[src/design/nwom_pkg.sv]
package nwom_pkg;

    // Register indexes on the configuration channel
    typedef enum logic [0:0] {
        REG_MONTH = 1'b0,
        REG_YEAR  = 1'b1
    } reg_index_t;

    // Window selector codes
    typedef enum logic [2:0] {
        MODE_FIRST  = 3'd0,
        MODE_SECOND = 3'd1,
        MODE_THIRD  = 3'd2,
        MODE_FOURTH = 3'd3,
        MODE_TEENTH = 3'd4,
        MODE_LAST   = 3'd5
    } mode_t;

    localparam int MonthW = 4;
    localparam int YearW  = 14;
    localparam int YW     = 15;   // year + 400 fits 15 bits
    localparam int CentW  = 8;    // century count, at most 167
    localparam int KW     = 7;    // year within century
    localparam int DayW   = 5;
    localparam int SumW   = 11;   // Zeller sum before the mod 7

    localparam logic [MonthW-1:0] MonthReset = 4'd1;
    localparam logic [YearW-1:0]  YearReset  = 14'd2000;
    localparam logic [YW-1:0]     YearShift  = 15'd400;

    // floor(x / 100) = (x * Recip100) >> Recip100Shift for x < 2^15
    localparam int RecipW        = 13;
    localparam int Recip100Shift = 19;
    localparam logic [RecipW-1:0] Recip100 = 13'd5243;
    localparam logic [CentW-1:0]  Hundred  = 8'd100;

    localparam logic [2:0] WeekdayNone = 3'd7;

    typedef struct packed {
        logic [2:0]        want;
        logic [2:0]        mode;
        logic [MonthW-1:0] m;
        logic [MonthW-1:0] mz;
        logic [YW-1:0]     y;
        logic [YW-1:0]     yz;
    } s1_t;

    typedef struct packed {
        logic [2:0]        want;
        logic [2:0]        mode;
        logic [MonthW-1:0] m;
        logic [MonthW-1:0] mz;
        logic [YW-1:0]     y;
        logic [YW-1:0]     yz;
        logic [CentW-1:0]  jy;
        logic [CentW-1:0]  jz;
    } s2_t;

    typedef struct packed {
        logic [2:0]       want;
        logic             none;
        logic [DayW-1:0]  start;
        logic [5:0]       mterm;
        logic [KW-1:0]    kz;
        logic [CentW-1:0] jz;
    } s3_t;

    typedef struct packed {
        logic [2:0]      want;
        logic            none;
        logic [DayW-1:0] start;
        logic [SumW-1:0] sum;
    } s4_t;

    typedef struct packed {
        logic [2:0]      want;
        logic            none;
        logic [DayW-1:0] start;
        logic [2:0]      h;
    } s5_t;

    // (13 * (mz + 1)) / 5 for the shifted month 3..14
    function automatic logic [5:0] month_term(input logic [MonthW-1:0] mz);
        logic [5:0] r;
        case (mz)
            4'd3:    r = 6'd10;
            4'd4:    r = 6'd13;
            4'd5:    r = 6'd15;
            4'd6:    r = 6'd18;
            4'd7:    r = 6'd20;
            4'd8:    r = 6'd23;
            4'd9:    r = 6'd26;
            4'd10:   r = 6'd28;
            4'd11:   r = 6'd31;
            4'd12:   r = 6'd33;
            4'd13:   r = 6'd36;
            4'd14:   r = 6'd39;
            default: r = 6'd0;
        endcase
        return r;
    endfunction

    // x mod 7 by folding octal digits (8 = 1 mod 7)
    function automatic logic [2:0] mod7(input logic [SumW-1:0] x);
        logic [4:0] s1;
        logic [3:0] s2;
        logic [3:0] r;
        s1 = {2'b00, x[2:0]} + {2'b00, x[5:3]} + {2'b00, x[8:6]} + {3'b000, x[10:9]};
        s2 = {1'b0, s1[2:0]} + {2'b00, s1[4:3]};
        r  = (s2 >= 4'd7) ? s2 - 4'd7 : s2;
        return r[2:0];
    endfunction

endpackage

[src/design/nwom_year.sv]
// Clamp the month, shift the year into Zeller's form and split off the century.
module nwom_year
(
    input  logic                         clk,
    input  logic                         rst_n,
    input  logic                         in_valid,
    output logic                         in_ready,
    input  logic [2:0]                   weekday,
    input  logic [2:0]                   mode,
    input  logic [nwom_pkg::MonthW-1:0]  month,
    input  logic [nwom_pkg::YearW-1:0]   year,
    output logic                         out_valid,
    input  logic                         out_ready,
    output nwom_pkg::s2_t                out_data
);

    logic          va_reg, va_next, vb_reg, vb_next;
    logic          ready_a, ready_b;
    nwom_pkg::s1_t a_reg, a_next;
    nwom_pkg::s2_t b_reg, b_next;

    logic [nwom_pkg::YW+nwom_pkg::RecipW-1:0] prod_y, prod_z;

    assign ready_b  = !vb_reg || out_ready;
    assign ready_a  = !va_reg || ready_b;
    assign in_ready = ready_a;
    assign va_next  = ready_a ? in_valid : va_reg;
    assign vb_next  = ready_b ? va_reg : vb_reg;

    always_comb
    begin
        a_next      = '0;
        a_next.want = weekday;
        a_next.mode = mode;
        if (month == '0)
        begin
            a_next.m = 4'd1;
        end
        else if (month > 4'd12)
        begin
            a_next.m = 4'd12;
        end
        else
        begin
            a_next.m = month;
        end
        a_next.y = {1'b0, year} + nwom_pkg::YearShift;
        // January and February count as months 13 and 14 of the year before
        if (a_next.m < 4'd3)
        begin
            a_next.mz = a_next.m + 4'd12;
            a_next.yz = a_next.y - 15'd1;
        end
        else
        begin
            a_next.mz = a_next.m;
            a_next.yz = a_next.y;
        end
    end

    assign prod_y = {{nwom_pkg::RecipW{1'b0}}, a_reg.y}
                  * {{nwom_pkg::YW{1'b0}}, nwom_pkg::Recip100};
    assign prod_z = {{nwom_pkg::RecipW{1'b0}}, a_reg.yz}
                  * {{nwom_pkg::YW{1'b0}}, nwom_pkg::Recip100};

    always_comb
    begin
        b_next      = '0;
        b_next.want = a_reg.want;
        b_next.mode = a_reg.mode;
        b_next.m    = a_reg.m;
        b_next.mz   = a_reg.mz;
        b_next.y    = a_reg.y;
        b_next.yz   = a_reg.yz;
        b_next.jy   = prod_y[nwom_pkg::Recip100Shift +: nwom_pkg::CentW];
        b_next.jz   = prod_z[nwom_pkg::Recip100Shift +: nwom_pkg::CentW];
    end

    always_ff @(posedge clk or negedge rst_n)
    begin
        if (!rst_n)
        begin
            va_reg <= 1'b0;
            vb_reg <= 1'b0;
        end
        else
        begin
            va_reg <= va_next;
            vb_reg <= vb_next;
        end
    end

    always_ff @(posedge clk)
    begin
        if (ready_a && in_valid)
        begin
            a_reg <= a_next;
        end
        if (ready_b && va_reg)
        begin
            b_reg <= b_next;
        end
    end

    assign out_valid = vb_reg;
    assign out_data  = b_reg;

endmodule

[src/design/nwom_zeller.sv]
// Pick the window start, then add up the terms of Zeller's congruence.
module nwom_zeller
(
    input  logic          clk,
    input  logic          rst_n,
    input  logic          in_valid,
    output logic          in_ready,
    input  nwom_pkg::s2_t in_data,
    output logic          out_valid,
    input  logic          out_ready,
    output nwom_pkg::s4_t out_data
);

    logic          va_reg, va_next, vb_reg, vb_next;
    logic          ready_a, ready_b;
    nwom_pkg::s3_t a_reg, a_next;
    nwom_pkg::s4_t b_reg, b_next;

    logic [nwom_pkg::YW-1:0]   hy, hz;
    logic [nwom_pkg::KW-1:0]   ky;
    logic                      leap;
    logic [nwom_pkg::DayW-1:0] mlen;

    assign ready_b  = !vb_reg || out_ready;
    assign ready_a  = !va_reg || ready_b;
    assign in_ready = ready_a;
    assign va_next  = ready_a ? in_valid : va_reg;
    assign vb_next  = ready_b ? va_reg : vb_reg;

    assign hy = nwom_pkg::YW'(in_data.jy) * nwom_pkg::YW'(nwom_pkg::Hundred);
    assign hz = nwom_pkg::YW'(in_data.jz) * nwom_pkg::YW'(nwom_pkg::Hundred);
    assign ky = nwom_pkg::KW'(in_data.y - hy);

    // Divisible by 400 means a whole century count divisible by four
    assign leap = (in_data.y[1:0] == 2'b00)
               && ((ky != '0) || (in_data.jy[1:0] == 2'b00));

    always_comb
    begin
        case (in_data.m) inside
            4'd2:                     mlen = leap ? 5'd29 : 5'd28;
            4'd4, 4'd6, 4'd9, 4'd11:  mlen = 5'd30;
            default:                  mlen = 5'd31;
        endcase
    end

    always_comb
    begin
        a_next       = '0;
        a_next.want  = in_data.want;
        case (in_data.mode)
            nwom_pkg::MODE_FIRST:  a_next.start = 5'd1;
            nwom_pkg::MODE_SECOND: a_next.start = 5'd8;
            nwom_pkg::MODE_THIRD:  a_next.start = 5'd15;
            nwom_pkg::MODE_FOURTH: a_next.start = 5'd22;
            nwom_pkg::MODE_TEENTH: a_next.start = 5'd13;
            nwom_pkg::MODE_LAST:   a_next.start = mlen - 5'd6;
            default:               a_next.start = 5'd0;
        endcase
        a_next.none  = (a_next.start == '0) || (in_data.want == nwom_pkg::WeekdayNone);
        a_next.mterm = nwom_pkg::month_term(in_data.mz);
        a_next.kz    = nwom_pkg::KW'(in_data.yz - hz);
        a_next.jz    = in_data.jz;
    end

    always_comb
    begin
        b_next       = '0;
        b_next.want  = a_reg.want;
        b_next.none  = a_reg.none;
        b_next.start = a_reg.start;
        b_next.sum   = nwom_pkg::SumW'(a_reg.start)
                     + nwom_pkg::SumW'(a_reg.mterm)
                     + nwom_pkg::SumW'(a_reg.kz)
                     + nwom_pkg::SumW'(a_reg.kz[nwom_pkg::KW-1:2])
                     + nwom_pkg::SumW'(a_reg.jz[nwom_pkg::CentW-1:2])
                     + nwom_pkg::SumW'(a_reg.jz) * 11'd5;
    end

    always_ff @(posedge clk or negedge rst_n)
    begin
        if (!rst_n)
        begin
            va_reg <= 1'b0;
            vb_reg <= 1'b0;
        end
        else
        begin
            va_reg <= va_next;
            vb_reg <= vb_next;
        end
    end

    always_ff @(posedge clk)
    begin
        if (ready_a && in_valid)
        begin
            a_reg <= a_next;
        end
        if (ready_b && va_reg)
        begin
            b_reg <= b_next;
        end
    end

    assign out_valid = vb_reg;
    assign out_data  = b_reg;

endmodule

[src/design/nwom_day.sv]
// Reduce the sum mod 7, then step from the window start to the wanted weekday.
module nwom_day
(
    input  logic                        clk,
    input  logic                        rst_n,
    input  logic                        in_valid,
    output logic                        in_ready,
    input  nwom_pkg::s4_t               in_data,
    output logic                        out_valid,
    input  logic                        out_ready,
    output logic [nwom_pkg::DayW-1:0]   day_of_month
);

    logic                      va_reg, va_next, vb_reg, vb_next;
    logic                      ready_a, ready_b;
    nwom_pkg::s5_t             a_reg, a_next;
    logic [nwom_pkg::DayW-1:0] day_reg, day_next;
    logic [3:0]                t, off;

    assign ready_b  = !vb_reg || out_ready;
    assign ready_a  = !va_reg || ready_b;
    assign in_ready = ready_a;
    assign va_next  = ready_a ? in_valid : va_reg;
    assign vb_next  = ready_b ? va_reg : vb_reg;

    always_comb
    begin
        a_next       = '0;
        a_next.want  = in_data.want;
        a_next.none  = in_data.none;
        a_next.start = in_data.start;
        a_next.h     = nwom_pkg::mod7(in_data.sum);
    end

    // Zeller gives Saturday as 0, so the offset is (want + 1 - h) mod 7
    assign t = {1'b0, a_reg.want} + 4'd8 - {1'b0, a_reg.h};

    always_comb
    begin
        if (t >= 4'd14)
        begin
            off = t - 4'd14;
        end
        else if (t >= 4'd7)
        begin
            off = t - 4'd7;
        end
        else
        begin
            off = t;
        end
        day_next = a_reg.none ? '0 : a_reg.start + nwom_pkg::DayW'(off);
    end

    always_ff @(posedge clk or negedge rst_n)
    begin
        if (!rst_n)
        begin
            va_reg <= 1'b0;
            vb_reg <= 1'b0;
        end
        else
        begin
            va_reg <= va_next;
            vb_reg <= vb_next;
        end
    end

    always_ff @(posedge clk)
    begin
        if (ready_a && in_valid)
        begin
            a_reg <= a_next;
        end
        if (ready_b && va_reg)
        begin
            day_reg <= day_next;
        end
    end

    assign out_valid    = vb_reg;
    assign day_of_month = day_reg;

endmodule

[src/design/nth_weekday_of_month.sv]
// Channel   | Dir | Handshake              | Payload
// ----------+-----+------------------------+-------------------------------------------
// s_axis    | in  | s_axis_tvalid/tready   | tdata[2:0] weekday, [5:3] mode
// m_axis    | out | m_axis_tvalid/tready   | tdata[4:0] day_of_month
// cfg       | in  | cfg_valid/cfg_ready    | cfg_index (0 month, 1 year), cfg_data
//
// One item enters per cycle while no stage is stalled; each result passes through
// the six register stages
// (clamp, century split, window start, Zeller sum, mod 7, output register),
// the first of which loads at the accepting edge.
// Reset is asynchronous and active low: it empties the pipeline and loads
// month 1 and year 2000. Each stage holds its item while the one after it is
// full and stalled, so a stall at the output fills the empty stages first.
module nth_weekday_of_month
(
    input  logic        clk,
    input  logic        rst_n,
    // item in
    input  logic        s_axis_tvalid,
    output logic        s_axis_tready,
    input  logic [7:0]  s_axis_tdata,   // [2:0] weekday, [5:3] mode, [7:6] zero
    // item out
    output logic        m_axis_tvalid,
    input  logic        m_axis_tready,
    output logic [7:0]  m_axis_tdata,   // [4:0] day_of_month, [7:5] zero
    // register writes
    input  logic        cfg_valid,
    output logic        cfg_ready,
    input  logic [0:0]  cfg_index,
    input  logic [13:0] cfg_data
);

    logic [nwom_pkg::MonthW-1:0] month_reg, month_next;
    logic [nwom_pkg::YearW-1:0]  year_reg, year_next;
    logic                        cfg_write;

    logic                        s2_valid, s2_ready;
    nwom_pkg::s2_t               s2_data;
    logic                        s4_valid, s4_ready;
    nwom_pkg::s4_t               s4_data;
    logic [nwom_pkg::DayW-1:0]   day_of_month;

    // Always writable; the user must change them only while the pipeline is empty
    assign cfg_ready = 1'b1;
    assign cfg_write = cfg_valid && cfg_ready;

    always_comb
    begin
        month_next = month_reg;
        year_next  = year_reg;
        if (cfg_write)
        begin
            case (cfg_index)
                nwom_pkg::REG_MONTH: month_next = cfg_data[nwom_pkg::MonthW-1:0];
                nwom_pkg::REG_YEAR:  year_next  = cfg_data;
                default:             month_next = month_reg;
            endcase
        end
    end

    always_ff @(posedge clk or negedge rst_n)
    begin
        if (!rst_n)
        begin
            month_reg <= nwom_pkg::MonthReset;
            year_reg  <= nwom_pkg::YearReset;
        end
        else
        begin
            month_reg <= month_next;
            year_reg  <= year_next;
        end
    end

    // Clamp month, shift year, divide by 100
    nwom_year u_year
    (
        .clk       (clk),
        .rst_n     (rst_n),
        .in_valid  (s_axis_tvalid),
        .in_ready  (s_axis_tready),
        .weekday   (s_axis_tdata[2:0]),
        .mode      (s_axis_tdata[5:3]),
        .month     (month_reg),
        .year      (year_reg),
        .out_valid (s2_valid),
        .out_ready (s2_ready),
        .out_data  (s2_data)
    );

    // Month length, window start and the Zeller sum
    nwom_zeller u_zeller
    (
        .clk       (clk),
        .rst_n     (rst_n),
        .in_valid  (s2_valid),
        .in_ready  (s2_ready),
        .in_data   (s2_data),
        .out_valid (s4_valid),
        .out_ready (s4_ready),
        .out_data  (s4_data)
    );

    // Weekday of the start, then the matching day; output register last
    nwom_day u_day
    (
        .clk          (clk),
        .rst_n        (rst_n),
        .in_valid     (s4_valid),
        .in_ready     (s4_ready),
        .in_data      (s4_data),
        .out_valid    (m_axis_tvalid),
        .out_ready    (m_axis_tready),
        .day_of_month (day_of_month)
    );

    assign m_axis_tdata = {3'b000, day_of_month};

    // With no result waiting at the output, every stage must be able to advance
    a_empty_out_takes_item : assert property (@(posedge clk) disable iff (!rst_n)
        !m_axis_tvalid |-> s_axis_tready)
        else $error("input stalled with the output register empty");

    a_year_write_lands : assert property (@(posedge clk) disable iff (!rst_n)
        cfg_valid && cfg_ready && (cfg_index == nwom_pkg::REG_YEAR)
        |=> year_reg == $past(cfg_data))
        else $error("year register write lost");

    a_month_write_lands : assert property (@(posedge clk) disable iff (!rst_n)
        cfg_valid && cfg_ready && (cfg_index == nwom_pkg::REG_MONTH)
        |=> month_reg == $past(cfg_data[3:0]))
        else $error("month register write lost");

endmodule
[config.mk]
export PLATFORM = sky130hd
export DESIGN_NAME = nth_weekday_of_month
export DESIGN_NICKNAME = d
export VERILOG_FILES = /design/src/design/nwom_pkg.sv /design/src/design/nwom_year.sv /design/src/design/nwom_zeller.sv /design/src/design/nwom_day.sv /design/src/design/nth_weekday_of_month.sv
export SDC_FILE = /design/constraint.sdc
export NUM_CORES = 1
export LEC_CHECK = 0
export BUFFER_PORTS_ARGS = -buffer_cell sky130_fd_sc_hd__buf_2
export CAP_MARGIN = 20
export CELL_PAD_IN_SITES_DETAIL_PLACEMENT = 1
export CELL_PAD_IN_SITES_GLOBAL_PLACEMENT = 1
export CORE_ASPECT_RATIO = 0.7
export CORE_MARGIN = 2
export CORE_UTILIZATION = 45
export CTS_BUF_LIST = sky130_fd_sc_hd__clkbuf_2 sky130_fd_sc_hd__clkbuf_4 sky130_fd_sc_hd__clkbuf_8
export CTS_CLUSTER_DIAMETER = 80
export DETAILED_ROUTE_END_ITERATION = 10
export PLACE_DENSITY_LB_ADDON = 0.2
export SLEW_MARGIN = 30
export SYNTH_ARGS = -nofsm -noshare
export SYNTH_HDL_FRONTEND = slang
export SYNTH_SLANG_ARGS = --single-unit
[constraint.sdc]
create_clock -name clk -period 10.1 [get_ports clk]
set_input_delay 0 -clock clk [delete_from_list [all_inputs] [get_ports clk]]
set_output_delay 0 -clock clk [all_outputs]
set_load 0.01 [all_outputs]
==> flow_summary.ini <==
[outcome]
status = finished, final reports clean

[die]
die_x_um = 227
die_height_um = 160
die-area_mm2 = 0.0365
placeableCoreArea_mm2 = 0.0345
floorplan.initialDensity_pct = 45.5
std_cell_rows = 57
io_pins = 39

[placement]
place_inst = 1854
portBuffers = 32
detailedPlacementHpwl_um = 27200
gpl.final_weighted_congestion = 0.842

[timing]
hold_viol_final = 0
tightestPinTransition_ns = 0.882
fin_worst_skew_ns = 0.0160
worst_slew_slack_as_a_fraction_of_its_limit_pct = 41.2
fin_crit_ns = 5.35
final.setup.tns_ns = 0
layout_worst_path_cycle_share_pct = 53.0
timing.hold.ws_ns = 0.0563
setup-violations-final = 0
finalMaxSlewViolations = 0
grt_setup_unrepaired = false
fmaxAchievable_ghz = 0.187

[clock_tree]
worst_setup_hold_path_clk_slew_ns = 0.09
cts_setup_buffers = 0
cts_inserted_buffers = 17
htree_levels = 4
worst_skew_pair.late_latency_ns = 0.48
cts_resized = 0
clock_sinks = 172
tritoncts_clock_tree = yes
cts-root-buf = clkbuf_8
cts.path.max_buffers = 2

[worst_setup_path]
critical_path.endpoint = u_year.out_data[12]
critical_path_peak_fanout = 6
critical_path.reg2reg.startpoint = u_year.a_reg[26]
end_kind = register
worstReg2RegEnd = u_year.out_data[12]
worst_setup_path_start_kind = register
cp.required_ns = 10.33
critical_path_arrival_ns = 5.59
worst_setup_path_start = u_year.a_reg[26]
setup.reg_to_reg.worst_slack_ns = 4.75
path_class = register to register
worst_r2r_path_depth = 16

[yosys]
synth.yosys.seq_area_share_pct = 32.2
synth_top_area_share_pct = 28.3
ys_seq_elements = 172
synth-main-ff-cell = edfxtp_1
yosys.cell_types.count = 62
synth_cells = 1359
synthArstFlopShare_pct = 14.0
yosysTopAreaCell = edfxtp_1
synth_enable_flop_cells = 148
post_synth_main_area_contributors = edfxtp_1 (28%), fa_1 (21%), ha_1 (21%)
syn_avg_cell_area_um2 = 11.6
ys.warnings.count = 0
netlist_area_mm2 = 0.0157

[route]
final_antenna_net_count = 0
drc = 0
drt-wirelength-per-cell_um = 16.7
drt-pass1-iter-count = 6
drt-initial-drc-count = 373
routed_wl_um = 32000
via_per_inst = 4.93
via_count = 9436

[global_routing]
groute.usage.overall_pct = 19.2
wire_length_of_the_first_global_routing_pass_um = 54100
grt_max_degree = 43
grt.overflow.total = 0
antenna_found_initial = 0
grt_pass1_vias = 10500

[layout]
largest_register_ff_count = 42
num-nets-final = 1883
drive_gt1_share_pct = 6.87
most-common-layout-cells = inv_1 (332), ha_1 (258), fa_1 (167)
areaGrowthSynthToFinish_pct = 8.39
diodes = 0
final_common_cell = inv_1
finalNonFillerCells = 1914

[hold_path]
min_path_type = input port to register
timing.hold.worst_path_depth = 3

[flow_run]
max_cap_violations = 0
[synth_stat cells (18+ instances only)]
cell type and count:
inv_1 332, ha_1 258, fa_1 167, edfxtp_1 148
xnor2_1 53, nand2_1 48, nor2_1 32, a21oi_1 29
o21ai_0 29, nor2b_1 22, a21o_1 20, xor2_1 20
nor3_1 18
[cell families after synthesis]
| kind of cell | Yosys count | synth area share (%) |
|---|---|---|
| buffers and inverters | 344 | 8.50 |
| and+or+nand+nor | 189 | 6.12 |
| adders and majority gates | 425 | 41.8 |
| DFF | 172 | 32.2 |
| AOI/OAI and AO/OA | 137 | 6.08 |
| xor gates and xnor gates | 73 | 4.07 |
| muxes | 17 | 1.21 |
| other | 2 | 0.0478 |
[per-stage QoR]
stage | instance area, um2 | worst slack [ns] | utilization [%]
after floorplan | 15700 | 5.34 | -
after global placement | 16400 | 4.75 | 47.5
after detailed placement | 16400 | 4.69 | 47.5
after CTS | 17000 | 4.68 | 49.3
after global routing | 17000 | 4.45 | 49.3
final | 17000 | 4.75 | 49.3
[metal layers]
layer | up-vias | GRT usage [%] | wire, um
li1 | 4605 | - | -
met1 | 4745 | 28.0 | 16300
met2 | 66 | 30.4 | 14700
met3 | 20 | 3.06 | 683
met4 | 0 | 3.68 | 314
met5 | - | 0 | 0
[cell type report]
class / instances / area, um2
Fill cell: 3727 / 17500
Multi-Input combinational cell: 845 / 9340
Sequential cell: 172 / 5050
Inverter: 332 / 1250
Tap cell: 472 / 591
Timing Repair Buffer: 62 / 458
Clock buffer: 17 / 234
Clock inverter: 14 / 110
[how the worst min path moves through the flow]
stage | from | endpoint | slack [ns]
6_report | cfg_valid | month_reg[1] | 0.06
4_1_cts | cfg_valid | month_reg[1] | 0.02
3_5_place_dp | rst_n | year_reg[12] | 0.06
3_3_place_gp | rst_n | year_reg[12] | 0.05
5_1_grt | cfg_valid | month_reg[1] | 0.05
2_1_floorplan | rst_n | month_reg[1] | -0.30
[worst max-delay path, stage by stage, from the launching register on]
cell	delay, ns
edfxtp_1	0.59
ha_1	0.39
inv_1	0.06
fa_1	0.51
inv_1	0.08
fa_1	0.49
fa_1	0.50
inv_1	0.06
fa_1	0.52
inv_1	0.05
ha_1	0.31
a21o_1	0.16
a211oi_1	0.30
o221ai_1	0.28
o211ai_1	0.48
nor2_1	0.10
a211o_1	0.24
[repair_timing]
item                       4_1_cts  5_1_grt
hold buffers                    29        0
setup endpoints to repair        0        0
hold endpoints to repair        51        0
Power is left out: the tool's default activity adds up to more than one toggle a clock period on the data nets, which glitch-free logic cannot reach.
